<file path="config.mk">
export PLATFORM = sky130hd
export DESIGN_NAME = marker_secret_redactor
export DESIGN_NICKNAME = d
export VERILOG_FILES = /design/src/rtl/msr_pkg.sv /design/src/rtl/marker_secret_redactor.sv /design/src/rtl/msr_front.sv /design/src/rtl/msr_queue.sv /design/src/rtl/msr_back.sv
export SDC_FILE = /design/constraint.sdc
export NUM_CORES = 2
export LEC_CHECK = 0
export ABC_CLOCK_PERIOD_IN_PS = 22000
export BUFFER_PORTS_ARGS = -buffer_cell sky130_fd_sc_hd__buf_2
export CORE_UTILIZATION = 60
export CTS_CLUSTER_SIZE = 30
export DETAILED_ROUTE_END_ITERATION = 8
export PLACE_DENSITY = 0.86
export SYNTH_ARGS = -nofsm -noshare
export SYNTH_HDL_FRONTEND = slang
export SYNTH_SLANG_ARGS = --single-unit
</file>
<file path="constraint.sdc">
create_clock -name clk -period 22 [get_ports clk]
set_input_delay 4.4 -clock clk [delete_from_list [all_inputs] [get_ports clk]]
set_output_delay 4.4 -clock clk [all_outputs]
set_load 0.02 [all_outputs]
</file>
<file path="src/rtl/msr_pkg.sv">
// Shared types, constants and helper functions for the marker secret redactor.
`default_nettype none

package msr_pkg;

	// Longest marker the matcher compares.
	localparam int MARKER_BYTES = 24;
	localparam int MARKER_BITS  = MARKER_BYTES * 8;
	localparam int TERM_SET_BITS = 256;
	localparam int CFG_DATA_BITS = 64;
	localparam int CFG_INDEX_BITS = 3;

	// Character codes that steer the scan.
	localparam logic [7:0] CHAR_NL = 8'd10;
	localparam logic [7:0] CHAR_CR = 8'd13;
	localparam logic [7:0] WS_MAX  = 8'd32;

	// Replacement text length and the index of its last character.
	localparam int REDACT_LEN = 10;
	localparam logic [3:0] REDACT_LAST = 4'(REDACT_LEN - 1);

	localparam logic [15:0] LEN_MAX = 16'hFFFF;

	// Configuration register indexes.
	typedef enum logic [CFG_INDEX_BITS-1:0] {
		REG_MARKER_0 = 3'd0,
		REG_MARKER_1 = 3'd1,
		REG_MARKER_2 = 3'd2,
		REG_RULE     = 3'd3,
		REG_SET_0    = 3'd4,
		REG_SET_1    = 3'd5,
		REG_SET_2    = 3'd6,
		REG_SET_3    = 3'd7
	} cfg_reg_t;

	// Stop test selection.
	typedef enum logic [1:0] {
		STOP_WS         = 2'd0,
		STOP_MATCH_BYTE = 2'd1,
		STOP_IN_SET     = 2'd2,
		STOP_WS_ALT     = 2'd3
	} stop_mode_t;

	// Decoded rule configuration.
	typedef struct packed {
		logic [MARKER_BITS-1:0]   marker;
		logic [TERM_SET_BITS-1:0] term_set;
		logic [15:0]              cap;
		logic [7:0]               stop_byte;
		logic [4:0]               marker_len;
		stop_mode_t               stop_mode;
	} cfg_t;

	// Input beat.
	typedef struct packed {
		logic [7:0] data_byte;
		logic       end_of_text;
	} in_beat_t;

	// Output beat.
	typedef struct packed {
		logic [7:0] out_byte;
		logic       run_last;
	} out_beat_t;

	// Work for the back end: optional replacement before the byte, the byte itself,
	// and optional replacement after it.
	typedef struct packed {
		logic       pre_redact;
		logic       has_byte;
		logic       post_redact;
		logic [7:0] data;
	} desc_t;

	// One character of the replacement text.
	function automatic logic [7:0] redact_char(input logic [3:0] idx);
		logic [7:0] c;
		case (idx)
			4'd0: c = "[";
			4'd1: c = "R";
			4'd2: c = "E";
			4'd3: c = "D";
			4'd4: c = "A";
			4'd5: c = "C";
			4'd6: c = "T";
			4'd7: c = "E";
			4'd8: c = "D";
			4'd9: c = "]";
			default: c = 8'h00;
		endcase
		return c;
	endfunction

	// Byte k of the marker; bytes beyond the stored marker read as zero.
	function automatic logic [7:0] marker_byte(input logic [MARKER_BITS-1:0] m,
			input logic [4:0] k);
		logic [7:0] b;
		b = 8'h00;
		if (int'(k) < MARKER_BYTES) begin
			b = m[{k, 3'b000} +: 8];
		end
		return b;
	endfunction

endpackage

`default_nettype wire

</file>
<file path="src/rtl/marker_secret_redactor.sv">
// Top level of the marker secret redactor: configuration registers, front end, queue, back end.
//
// Text bytes enter on in_valid/in_stall/in_data, one beat per byte with an end-of-text flag.
// Redacted text leaves on out_valid/out_stall/out_data; run_last marks the final beat
// caused by one input byte. A byte that passes through is written into the queue and then
// loaded into the output register; a byte that closes a run adds the ten-byte [REDACTED]
// text before or after it. Throughput is one byte per cycle while no replacement is emitted
// and the receiver does not stall; an input byte yields 1, 10 or 11 output beats. Its work
// item stays queued until its last beat is loaded, so one more byte that yields beats fits.
// Carriage returns and swallowed bytes produce no beat of their own. When the receiver stalls,
// the output beat holds and the queue fills; in_stall rises once both queue entries are taken.
// Configuration is written through cfg_en/cfg_index/cfg_data; the user must write it only
// while the block is idle, which the block itself does not enforce. Reset clears the
// configuration and all scan state; the block takes bytes on the first cycle after reset.
`default_nettype none

module marker_secret_redactor (
	input  wire logic                                  clk,
	input  wire logic                                  arst_n,
	input  wire logic                                  cfg_en,
	input  wire logic [msr_pkg::CFG_INDEX_BITS-1:0]    cfg_index,
	input  wire logic [msr_pkg::CFG_DATA_BITS-1:0]     cfg_data,
	input  wire logic                                  in_valid,
	output logic                                       in_stall,
	input  wire msr_pkg::in_beat_t                     in_data,
	output logic                                       out_valid,
	input  wire logic                                  out_stall,
	output msr_pkg::out_beat_t                         out_data
);
	import msr_pkg::*;

	cfg_t  cfg_q;
	logic  q_full;
	logic  push;
	desc_t push_desc;
	logic  pop;
	logic  head_valid;
	desc_t head_desc;

	// Configuration registers.
	always_ff @(posedge clk or negedge arst_n) begin
		if (!arst_n) begin
			cfg_q <= '0;
		end else if (cfg_en) begin
			case (cfg_reg_t'(cfg_index))
				REG_MARKER_0: cfg_q.marker[63:0]    <= cfg_data;
				REG_MARKER_1: cfg_q.marker[127:64]  <= cfg_data;
				REG_MARKER_2: cfg_q.marker[191:128] <= cfg_data;
				REG_RULE: begin
					cfg_q.stop_mode  <= stop_mode_t'(cfg_data[1:0]);
					cfg_q.marker_len <= cfg_data[6:2];
					cfg_q.stop_byte  <= cfg_data[14:7];
					cfg_q.cap        <= cfg_data[30:15];
				end
				REG_SET_0: cfg_q.term_set[63:0]    <= cfg_data;
				REG_SET_1: cfg_q.term_set[127:64]  <= cfg_data;
				REG_SET_2: cfg_q.term_set[191:128] <= cfg_data;
				REG_SET_3: cfg_q.term_set[255:192] <= cfg_data;
				default: cfg_q <= cfg_q;
			endcase
		end
	end

	msr_front u_front (
		.clk       (clk),
		.arst_n    (arst_n),
		.cfg       (cfg_q),
		.in_valid  (in_valid),
		.in_data   (in_data),
		.in_stall  (in_stall),
		.q_full    (q_full),
		.push      (push),
		.push_desc (push_desc)
	);

	msr_queue u_queue (
		.clk        (clk),
		.arst_n     (arst_n),
		.push       (push),
		.push_desc  (push_desc),
		.pop        (pop),
		.full       (q_full),
		.head_valid (head_valid),
		.head_desc  (head_desc)
	);

	msr_back u_back (
		.clk        (clk),
		.arst_n     (arst_n),
		.head_valid (head_valid),
		.head_desc  (head_desc),
		.pop        (pop),
		.out_valid  (out_valid),
		.out_stall  (out_stall),
		.out_data   (out_data)
	);

	// A beat that is not the last of its byte is always followed by more beats.
	a_run_continues: assert property (@(posedge clk) disable iff (!arst_n)
		(out_valid && !out_data.run_last) |=> out_valid)
		else $error("output went idle in the middle of a byte's beats");

	// The back end only retires work that is in the queue.
	a_pop_nonempty: assert property (@(posedge clk) disable iff (!arst_n)
		pop |-> head_valid)
		else $error("work retired from an empty queue");

	// Queued work never asks for a replacement both before and after its byte.
	a_one_redact: assert property (@(posedge clk) disable iff (!arst_n)
		push |-> !(push_desc.pre_redact && push_desc.post_redact))
		else $error("work item carries two replacements");

endmodule

`default_nettype wire

</file>
<file path="src/rtl/msr_front.sv">
// Front end: accepts text bytes, runs the marker scan and run tracking, and queues work.
`default_nettype none

module msr_front (
	input  wire logic             clk,
	input  wire logic             arst_n,
	input  wire msr_pkg::cfg_t    cfg,
	input  wire logic             in_valid,
	input  wire msr_pkg::in_beat_t in_data,
	output logic                  in_stall,
	input  wire logic             q_full,
	output logic                  push,
	output msr_pkg::desc_t        push_desc
);
	import msr_pkg::*;

	logic [7:0]  win_q [MARKER_BYTES];
	logic [7:0]  win_d [MARKER_BYTES];
	logic [4:0]  bsr_q, bsr_d;
	logic        sec_q, sec_d;
	logic [15:0] len_q, len_d;

	logic        accept;
	logic [7:0]  b;
	logic        is_stop;
	logic        rule_on;
	logic [4:0]  bsr_base;
	logic [4:0]  bsr_scan;
	logic        match;
	logic [15:0] len_inc;
	desc_t       desc;

	assign accept   = in_valid && !q_full;
	assign in_stall = q_full;
	assign b        = in_data.data_byte;

	// Stop test on the incoming byte.
	always_comb begin
		case (cfg.stop_mode)
			STOP_MATCH_BYTE: is_stop = (b == cfg.stop_byte);
			STOP_IN_SET:     is_stop = cfg.term_set[b];
			default:         is_stop = (b <= WS_MAX);
		endcase
	end

	assign rule_on = (cfg.marker_len != 5'd0) && (int'(cfg.marker_len) <= MARKER_BYTES);

	// A scan inside a run only happens on its stop byte, which restarts the count.
	assign bsr_base = sec_q ? 5'd0 : bsr_q;
	assign bsr_scan = (int'(bsr_base) < MARKER_BYTES) ? bsr_base + 5'd1 : bsr_base;

	// Compare the newest bytes, with this byte included, against the marker tail.
	always_comb begin
		logic [4:0] idx;
		logic [7:0] tap;
		match = rule_on && (bsr_scan >= cfg.marker_len);
		for (int j = 0; j < MARKER_BYTES; j++) begin
			idx = cfg.marker_len - 5'd1 - 5'(j);
			tap = (j == 0) ? b : win_q[MARKER_BYTES - j];
			if (5'(j) < cfg.marker_len) begin
				if (tap != marker_byte(cfg.marker, idx)) begin
					match = 1'b0;
				end
			end
		end
	end

	assign len_inc = (len_q == LEN_MAX) ? len_q : len_q + 16'd1;

	// Classification of the byte and next scan state.
	always_comb begin
		logic do_scan;
		do_scan = 1'b0;
		win_d   = win_q;
		bsr_d   = bsr_q;
		sec_d   = sec_q;
		len_d   = len_q;
		desc    = '0;
		desc.data = b;
		if (b == CHAR_CR) begin
			desc.has_byte = 1'b0;
		end else if (b == CHAR_NL) begin
			desc.pre_redact = sec_q;
			desc.has_byte   = 1'b1;
			sec_d = 1'b0;
			len_d = '0;
			bsr_d = '0;
		end else if (sec_q) begin
			if (is_stop) begin
				desc.pre_redact = 1'b1;
				desc.has_byte   = 1'b1;
				sec_d   = 1'b0;
				len_d   = '0;
				do_scan = 1'b1;
			end else begin
				len_d = len_inc;
				if (cfg.cap != 16'd0 && len_inc >= cfg.cap) begin
					desc.pre_redact = 1'b1;
					sec_d = 1'b0;
					len_d = '0;
					bsr_d = '0;
				end
			end
		end else begin
			desc.has_byte = 1'b1;
			do_scan = 1'b1;
		end
		if (do_scan) begin
			for (int i = 0; i < MARKER_BYTES - 1; i++) begin
				win_d[i] = win_q[i + 1];
			end
			win_d[MARKER_BYTES - 1] = b;
			bsr_d = bsr_scan;
			if (match) begin
				sec_d = 1'b1;
				len_d = '0;
			end
		end
		// End of text closes a pending run and clears the scan state.
		if (in_data.end_of_text) begin
			if (sec_d && !desc.pre_redact) begin
				if (desc.has_byte) begin
					desc.post_redact = 1'b1;
				end else begin
					desc.pre_redact = 1'b1;
				end
			end
			sec_d = 1'b0;
			len_d = '0;
			bsr_d = '0;
		end
	end

	assign push      = accept && (desc.pre_redact || desc.has_byte);
	assign push_desc = desc;

	// Scan state.
	always_ff @(posedge clk or negedge arst_n) begin
		if (!arst_n) begin
			bsr_q <= '0;
			sec_q <= 1'b0;
			len_q <= '0;
		end else if (accept) begin
			bsr_q <= bsr_d;
			sec_q <= sec_d;
			len_q <= len_d;
		end
	end

	// Recent byte window, payload only.
	always_ff @(posedge clk) begin
		if (accept) begin
			win_q <= win_d;
		end
	end

endmodule

`default_nettype wire

</file>
<file path="src/rtl/msr_queue.sv">
// Two-entry work queue between the front end and the back end.
`default_nettype none

module msr_queue (
	input  wire logic           clk,
	input  wire logic           arst_n,
	input  wire logic           push,
	input  wire msr_pkg::desc_t push_desc,
	input  wire logic           pop,
	output logic                full,
	output logic                head_valid,
	output msr_pkg::desc_t      head_desc
);
	import msr_pkg::*;

	desc_t      mem_q [2];
	logic       wr_ptr_q;
	logic       rd_ptr_q;
	logic [1:0] count_q;

	assign full       = (count_q == 2'd2);
	assign head_valid = (count_q != 2'd0);
	assign head_desc  = mem_q[rd_ptr_q];

	// Pointers and fill count.
	always_ff @(posedge clk or negedge arst_n) begin
		if (!arst_n) begin
			wr_ptr_q <= 1'b0;
			rd_ptr_q <= 1'b0;
			count_q  <= '0;
		end else begin
			if (push) begin
				wr_ptr_q <= !wr_ptr_q;
			end
			if (pop) begin
				rd_ptr_q <= !rd_ptr_q;
			end
			if (push && !pop) begin
				count_q <= count_q + 2'd1;
			end else if (pop && !push) begin
				count_q <= count_q - 2'd1;
			end
		end
	end

	// Entry storage.
	always_ff @(posedge clk) begin
		if (push) begin
			mem_q[wr_ptr_q] <= push_desc;
		end
	end

endmodule

`default_nettype wire

</file>
<file path="src/rtl/msr_back.sv">
// Back end: expands queued work into output beats through an output register.
`default_nettype none

module msr_back (
	input  wire logic           clk,
	input  wire logic           arst_n,
	input  wire logic           head_valid,
	input  wire msr_pkg::desc_t head_desc,
	output logic                pop,
	output logic                out_valid,
	input  wire logic           out_stall,
	output msr_pkg::out_beat_t  out_data
);
	import msr_pkg::*;

	logic [3:0] idx_q;
	logic       out_valid_q;
	out_beat_t  out_data_q;

	logic       load;
	logic       has_redact;
	logic [3:0] last_idx;
	logic [3:0] byte_pos;
	logic [3:0] red_off;
	logic       is_last;
	out_beat_t  beat;

	assign load = head_valid && (!out_valid_q || !out_stall);

	// Beat positions of the byte and the replacement text within this work item.
	assign has_redact = head_desc.pre_redact || head_desc.post_redact;
	assign byte_pos   = head_desc.pre_redact ? 4'(REDACT_LEN) : 4'd0;
	assign red_off    = head_desc.post_redact ? 4'd1 : 4'd0;
	assign last_idx   = head_desc.has_byte ? (has_redact ? 4'(REDACT_LEN) : 4'd0) : REDACT_LAST;
	assign is_last    = (idx_q == last_idx);

	always_comb begin
		if (head_desc.has_byte && idx_q == byte_pos) begin
			beat.out_byte = head_desc.data;
		end else begin
			beat.out_byte = redact_char(idx_q - red_off);
		end
		beat.run_last = is_last;
	end

	assign pop = load && is_last;

	// Beat counter and output valid.
	always_ff @(posedge clk or negedge arst_n) begin
		if (!arst_n) begin
			idx_q       <= '0;
			out_valid_q <= 1'b0;
		end else if (load) begin
			out_valid_q <= 1'b1;
			idx_q       <= is_last ? 4'd0 : idx_q + 4'd1;
		end else if (!out_stall) begin
			out_valid_q <= 1'b0;
		end
	end

	// Output payload.
	always_ff @(posedge clk) begin
		if (load) begin
			out_data_q <= beat;
		end
	end

	assign out_valid = out_valid_q;
	assign out_data  = out_data_q;

endmodule

`default_nettype wire

</file>
## Yosys cells after proc, flatten, opt, wreduce, memory -nomap -nowiden

Memories as Yosys holds them, arrays and structs flattened.
Cells that the tools add are included.

| word-level totals | value |
|---|---|
| input port bits | 81 |
| memories | 2 |
| output and inout bits | 11 |
| register bits | 703 |
| ROM bits | 96 |
| word-level logic and storage cells | 389 |
| RAM bits | 22 |

| cells by class | value |
|---|---|
| $add $sub $neg | 30 |
| $lt $le $gt $ge | 54 |
| reduce and logical (&&, ||, !) cells | 39 |
| shift operators | 24 |
| multiplexer cells | 153 |
| equal/unequal tests | 43 |

Memory list:

| memory | depth | width | read ports | clocked after memory_dff | wr ports | RTL line | source |
|---|---|---|---|---|---|---|---|
| (no name shown) | 16 | 6 | 1 | 0 | 0 | msr_pkg.sv:78 | `case (idx)` |
| u_queue.mem_q | 2 | 11 | 1 | 0 | 1 | msr_queue.sv:16 | `desc_t mem_q [2];` |

Operators by type and width:

| kind | number |
|---|---|
| indexed part select 192 x 9 -> 8 bit | 24 |
| 2-to-1 mux 8 bit | 49 |
| inequality test 8 bit | 24 |
| 2-to-1 mux 16 bit | 9 |
| less-than comparator 5 bit, second input constant | 25 |
| 2-to-1 mux 1 bit | 77 |
| 2-to-1 mux 5 bit | 9 |
| less-than comparator 4 x 5 -> 1 bit, first input constant | 8 |
| less-than comparator 5 bit, first input constant | 8 |
| subtractor 5 x 4 -> 5 bit, second input constant | 8 |
| subtractor 5 bit, second input constant | 8 |
| less-than comparator 3 x 5 -> 1 bit, first input constant | 4 |
| subtractor 5 x 3 -> 5 bit, second input constant | 4 |
| AND reduction 2 bit | 9 |
| adder 16 x 1 -> 16 bit, second input constant | 1 |
| == test 16 bit, second input constant | 1 |
| == test 8 x 4 -> 1 bit, second input constant | 2 |
| >= comparator 16 bit | 1 |
| 2-to-1 mux 4 bit | 4 |
| nonzero test 16 bit | 1 |
| == test 3 bit, second input constant | 4 |
| logical AND 1 bit | 11 |
| less-than comparator 1 x 5 -> 1 bit, first input constant | 2 |
| less-than comparator 2 x 5 -> 1 bit, first input constant | 2 |
| 30 further kinds | 48 |

## Depth between registers and ports, before layout

| depth | value |
|---|---|
| word-level depth | 64 |
| mapped depth | 31 |

## Modules after synthesis

A second synthesis with hierarchy kept.

| second synthesis, totals | value |
|---|---|
| cell total of the unflattened synthesis | 4,005 |
| area total of the unflattened synthesis | 47,899.7 sq um |

By module, submodules not included:

| module | area an instance (sq um) | seq. area each (sq um) | cells each | times used |
|---|---|---|---|---|
| msr_front | 27,853.0 | 6,075.8 | 2,823 | 1 |
| marker_secret_redactor | 17,959.7 | 11,986.5 | 1,017 | 1 |
| msr_back | 1,067.3 | 395.4 | 115 | 1 |
| msr_queue | 1,019.7 | 760.7 | 50 | 1 |

## Least setup slack after synthesis

Ideal clock, no wire load.

| timing path | value |
|---|---|
| path kind | input -> register |
| start | input in_data[2] (netlist name) |
| end | register u_front.win_q[0] (netlist name) (enable) |
| required time | 21,270 ps |
| setup slack | 6,917 ps |
| arrival time | 14,353 ps |
| cell stages on the path | 12 |
| buffers on the path | 4 |
| cell sequence | clkbuf_1 -> buf_1 -> clkbuf_1 -> buf_1 -> mux4_2 -> mux2i_1 -> o21ai_0 -> nand3_1 -> nor4_1 -> nor4_1 -> a22o_1 -> nor2_1 |

| between the ends | value |
|---|---|
| word-level cells in the longest chain between the ends | 8 |

Ends and longest elaborated chain:

| element | RTL line | source |
|---|---|---|
| from (decl) | marker_secret_redactor.sv:25 | `input wire msr_pkg::in_beat_t in_data,` |
| binary-select mux 1 bit (select 8 bit) | msr_front.sv:41 | `STOP_IN_SET: is_stop = cfg.term_set[b];` |
| 2-to-1 mux 1 bit (implied by the code) | msr_front.sv:41 |  |
| one-hot mux 1 bit (2 select lines) | msr_front.sv:39 | `case (cfg.stop_mode)` |
| 2-to-1 mux 1 bit | msr_front.sv:89 | `if (is_stop) begin` |
| 2-to-1 mux 1 bit | msr_front.sv:88 | `end else if (sec_q) begin` |
| 2-to-1 mux 1 bit | msr_front.sv:82 | `end else if (b == CHAR_NL) begin` |
| 2-to-1 mux 1 bit * | msr_front.sv:80 | `if (b == CHAR_CR) begin` |
| AND reduction 2 bit (no line) * | n/a |  |
| to (signal assigned) | msr_front.sv:153 | `win_q <= win_d;` |
| to (decl) | msr_front.sv:17 | `logic [7:0] win_q [MARKER_BYTES];` |

Mark *: on every way between the ends. The rest lies on a longest branch, timed or not. The select of a mux whose other input is x is not followed.
A chain may end at the register's enable or synchronous reset.

## Worst setup path in the final report

| timing path | value |
|---|---|
| start | input in_data[1] (netlist name) |
| end | register u_front.bsr_q[3] |

| between the ends | value |
|---|---|
| word-level cells in the longest chain between the ends | 9 |

Ends and longest elaborated chain:

| element | RTL line | source |
|---|---|---|
| binary-select mux 1 bit (select 8 bit) | msr_front.sv:41 |  |
| 2-to-1 mux 1 bit (implied by the code) | msr_front.sv:41 |  |
| one-hot mux 1 bit (2 select lines) | msr_front.sv:39 |  |
| 2-to-1 mux 1 bit | msr_front.sv:89 |  |
| 2-to-1 mux 1 bit | msr_front.sv:88 |  |
| 2-to-1 mux 1 bit | msr_front.sv:82 |  |
| 2-to-1 mux 1 bit | msr_front.sv:80 |  |
| inequality test 4 bit (no line), or another cell as far along | n/a |  |
| AND reduction 5 bit (no line) or 2-to-1 mux 5 bit (tied branches) | n/a |  |
| to (signal assigned) | msr_front.sv:144 | `bsr_q <= bsr_d;` |
| to (decl) | msr_front.sv:19 | `logic [4:0] bsr_q, bsr_d;` |

Several ways; a longest one is shown, not always the timed one. The select of a mux whose other input is x is not followed.

==> flow_summary.ini <==
[timing]
worstMarginPinSlew_ns = 1.440
fin_crit_sh_pct = 43.39
hold_viol = 0
setup_ws_ns = 12.46
relSlewSlack_pct = 1.278
fin_worst_skew_ns = 0.07478
fin_tns_setup_ns = 0
clock.fmax_mhz = 104.8
rsz0062_at_grt = false
drv_slew = 0
setup_viol = 0
fin_crit_ns = 9.545

[clock_tree]
cts_max_path_buffers = 3
numCtsBuffers = 79
clock-sinks = 725
clk_latency_ns = 0.71
cts_tree = yes
clockRootBuffer = clkbuf_16
cts_resized = 0
post-cts-setup-buffer-count = 0
path_clk_slew_ns = 0.06
holdBufCountCts = 0
htreeDepth = 3

[detailed_routing]
dr.pass1.iters = 9
finalWirelength_um = 200400
drt_iter0_markers = 6903
ant_nets = 0
num_vias = 40110
wl_per_cell_um = 39.25
viasPerCell = 7.854
drc = 0

[cells_and_area]
post-route-util_pct = 66.27
fin_nets = 4090
fin_cells = 5106
nFillCells = 5537
final_layout_size_suffix_gt1_share_pct = 31.38
finalInstanceArea_um2 = 52610
area_delta_synth_final_pct = 8.907

[grt]
grt_max_degree = 159
grt_usage_pct = 49.05
grt.overflow.total = 0
antenna_found_initial = 21
grt_first_pass_wirelength_um = 282100
grt_pass1_vias = 37730

[synth]
synth_ff_type = dfrtp_1
ys_seq_elements = 725
synth_async_sr_flop_share_pct = 70.34
synth_edf_count = 215
synth_cell_types = 91
netlist_area_um2 = 48310
synth_warnings = 0
yosysSeqAreaShare_pct = 39.78
syn_inst = 3977
syn-num-nets = 4096
synth.largest_area_cell = dfrtp_1
synth_top_area_share_pct = 26.42
avgSynthCellArea_um2 = 12.15
synth_area_leaders = dfrtp_1 26%, mux4_2 15%, mux2_2 14%

[floorplanning]
rows = 103
die-area_um2 = 81660
die_w_um = 285.8
core_um2 = 79390
num_io_pins = 92
start_util_pct = 60.85
die_h_um = 285.8

[power_and_ir_drop]
irDropWorstVdd_uv = 136.1
power.density_nw_per_um2 = 165.1
p_leak_nw = 20.48

[run_status]
violations = capacitance limit
status = finished, violations left

[place]
gp_congestion = 1.163
port_buffers = 91
dp_slack_ns = 12.23
dpl.hpwl_um = 144900
dp.cells = 4940
dpl_cell_area_um2 = 49760

[worst_hold_path]
worstHoldStart = u_front.win_q[148]
hp-class = flop to flop

[worst_setup_path]
cp_max_fo = 42
worstReg2RegStart = cfg_q[2]
rrSetupSlack_ns = 13.05
crit_type = input pin to flop
crit_start = in_data[1]
cp.arrival_ns = 10.09
cp.required_ns = 22.54
critPathLaunchType = input pin
endpoint_kind = flop

[flow_run]
cap_violations = 1
==> per-stage QoR <==
stage / power (mW) / hold slack [ns]
after floorplan: 5.121 / 0.4244
after global placement: 6.822 / 0.4651
after detailed placement: 6.896 / 0.4563
after CTS: 8.368 / 0.4683
after global routing: 8.822 / 0.4879
final: 8.687 / 0.4690
==> synth_stat cells, types with 44 or more instances <==
cell / number
mux2_2: 594
dfrtp_1: 510
mux4_2: 317
mux2i_1: 239
edfxtp_1: 215
nand2_1: 201
o21ai_0: 161
clkbuf_1: 142
a21oi_1: 136
xnor2_1: 126
nor2_1: 111
xor2_1: 98
nand3_1: 91
inv_1: 87
buf_2: 75
nor3_1: 58
a22oi_1: 44
==> kinds of logic (layout without fill, tap and decap cells) <==
group                    count (synthesis)  after routing  synth area share [%]
multiplexers                          1150           1150                 33.58
AO/OA/AOI/OAI                          741            741                 10.29
AND/OR/NAND/NOR                        730            730                 7.801
flip-flops                             725            725                 39.78
buffers and inverters                  360            417                 3.139
XOR/XNOR                               232            232                 4.411
adder cells (fa/ha/maj)                 39             39                 1.005
other                                    0             22                     0
==> worst max-delay path: stages <==
cell	delay (ns)
buf_4	0.51
buf_4	0.75
mux4_2	0.61
mux4_2	0.47
mux2i_1	0.43
a2111oi_0	0.24
nor4_1	0.90
buf_4	0.28
o21a_1	0.13
and2_1	0.16
o21ai_0	0.20
a21oi_1	0.43
nor2_1	0.17
mux2_2	0.30
==> sequential cells by signal (all words and copies together), names as in the netlist <==
name              flops
cfg_q               479
u_back.idx_q          4
u_back.out_data       9
u_back.out_valid      1
u_front.bsr_q         5
u_front.len_q        16
u_front.sec_q         1
u_front.win_q       184
u_queue.count_q       2
u_queue.mem_q        22
u_queue.rd_ptr_q      1
u_queue.wr_ptr_q      1
==> where the power goes <==
part	leakage (nW)	total [mW]	internal [mW]	switching (mW)
sequential	8.20	2.21	1.76	0.446
combinational	10.9	5.03	1.87	3.16
clock	1.34	1.45	0.825	0.621
total	20.5	8.69	4.46	4.23
==> cell usage in the layout (no fill, tap or decap), types with 80 or more instances in the layout <==
cell type	instances
buf_2	88
nand2_1	201
edfxtp_1	215
xnor2_1	121
dfrtp_1	508
a21oi_1	136
mux2_2	594
o21ai_0	161
clkbuf_16	80
buf_4	89
nor2_1	109
inv_1	85
xor2_1	98
mux2i_1	239
mux4_2	317
nand3_1	91
==> path summary, 6_finish.rpt <==
path / end / depth (start not counted)
max reg2reg: u_queue.mem_q[0][8] / 14
max: u_front.bsr_q[3] / 14
max in group asynchronous: cfg_q[59] / 4
min in group asynchronous: cfg_q[350] / 1
min reg2reg: u_front.win_q[156] / 0
min: u_front.win_q[156] / 0
==> layer usage <==
metal	wire (µm)	vias to the layer above	GRT usage (%)	share of wire [%]
li1	-	15590	-	-
met4	17400	20	33.32	8.7
met2	81540	3551	67.46	41
met3	31030	928	21.55	15
met5	364	-	2.093	0.18
met1	70070	20020	62.15	35
==> layout make-up <==
class	instances	area [µm²]	share of cell area (%)
Inverter	93	351.6	0.6683
Timing Repair Buffer	180	1164	2.212
Antenna cell	22	55.05	0.1046
Clock inverter	40	600.6	1.141
Clock buffer	104	2202	4.185
Tap cell	1050	1314	2.497
Multi-Input combinational cell	2892	27700	52.65
Sequential cell	725	19230	36.54
No activity file was read; power rests on OpenSTA's default activity.
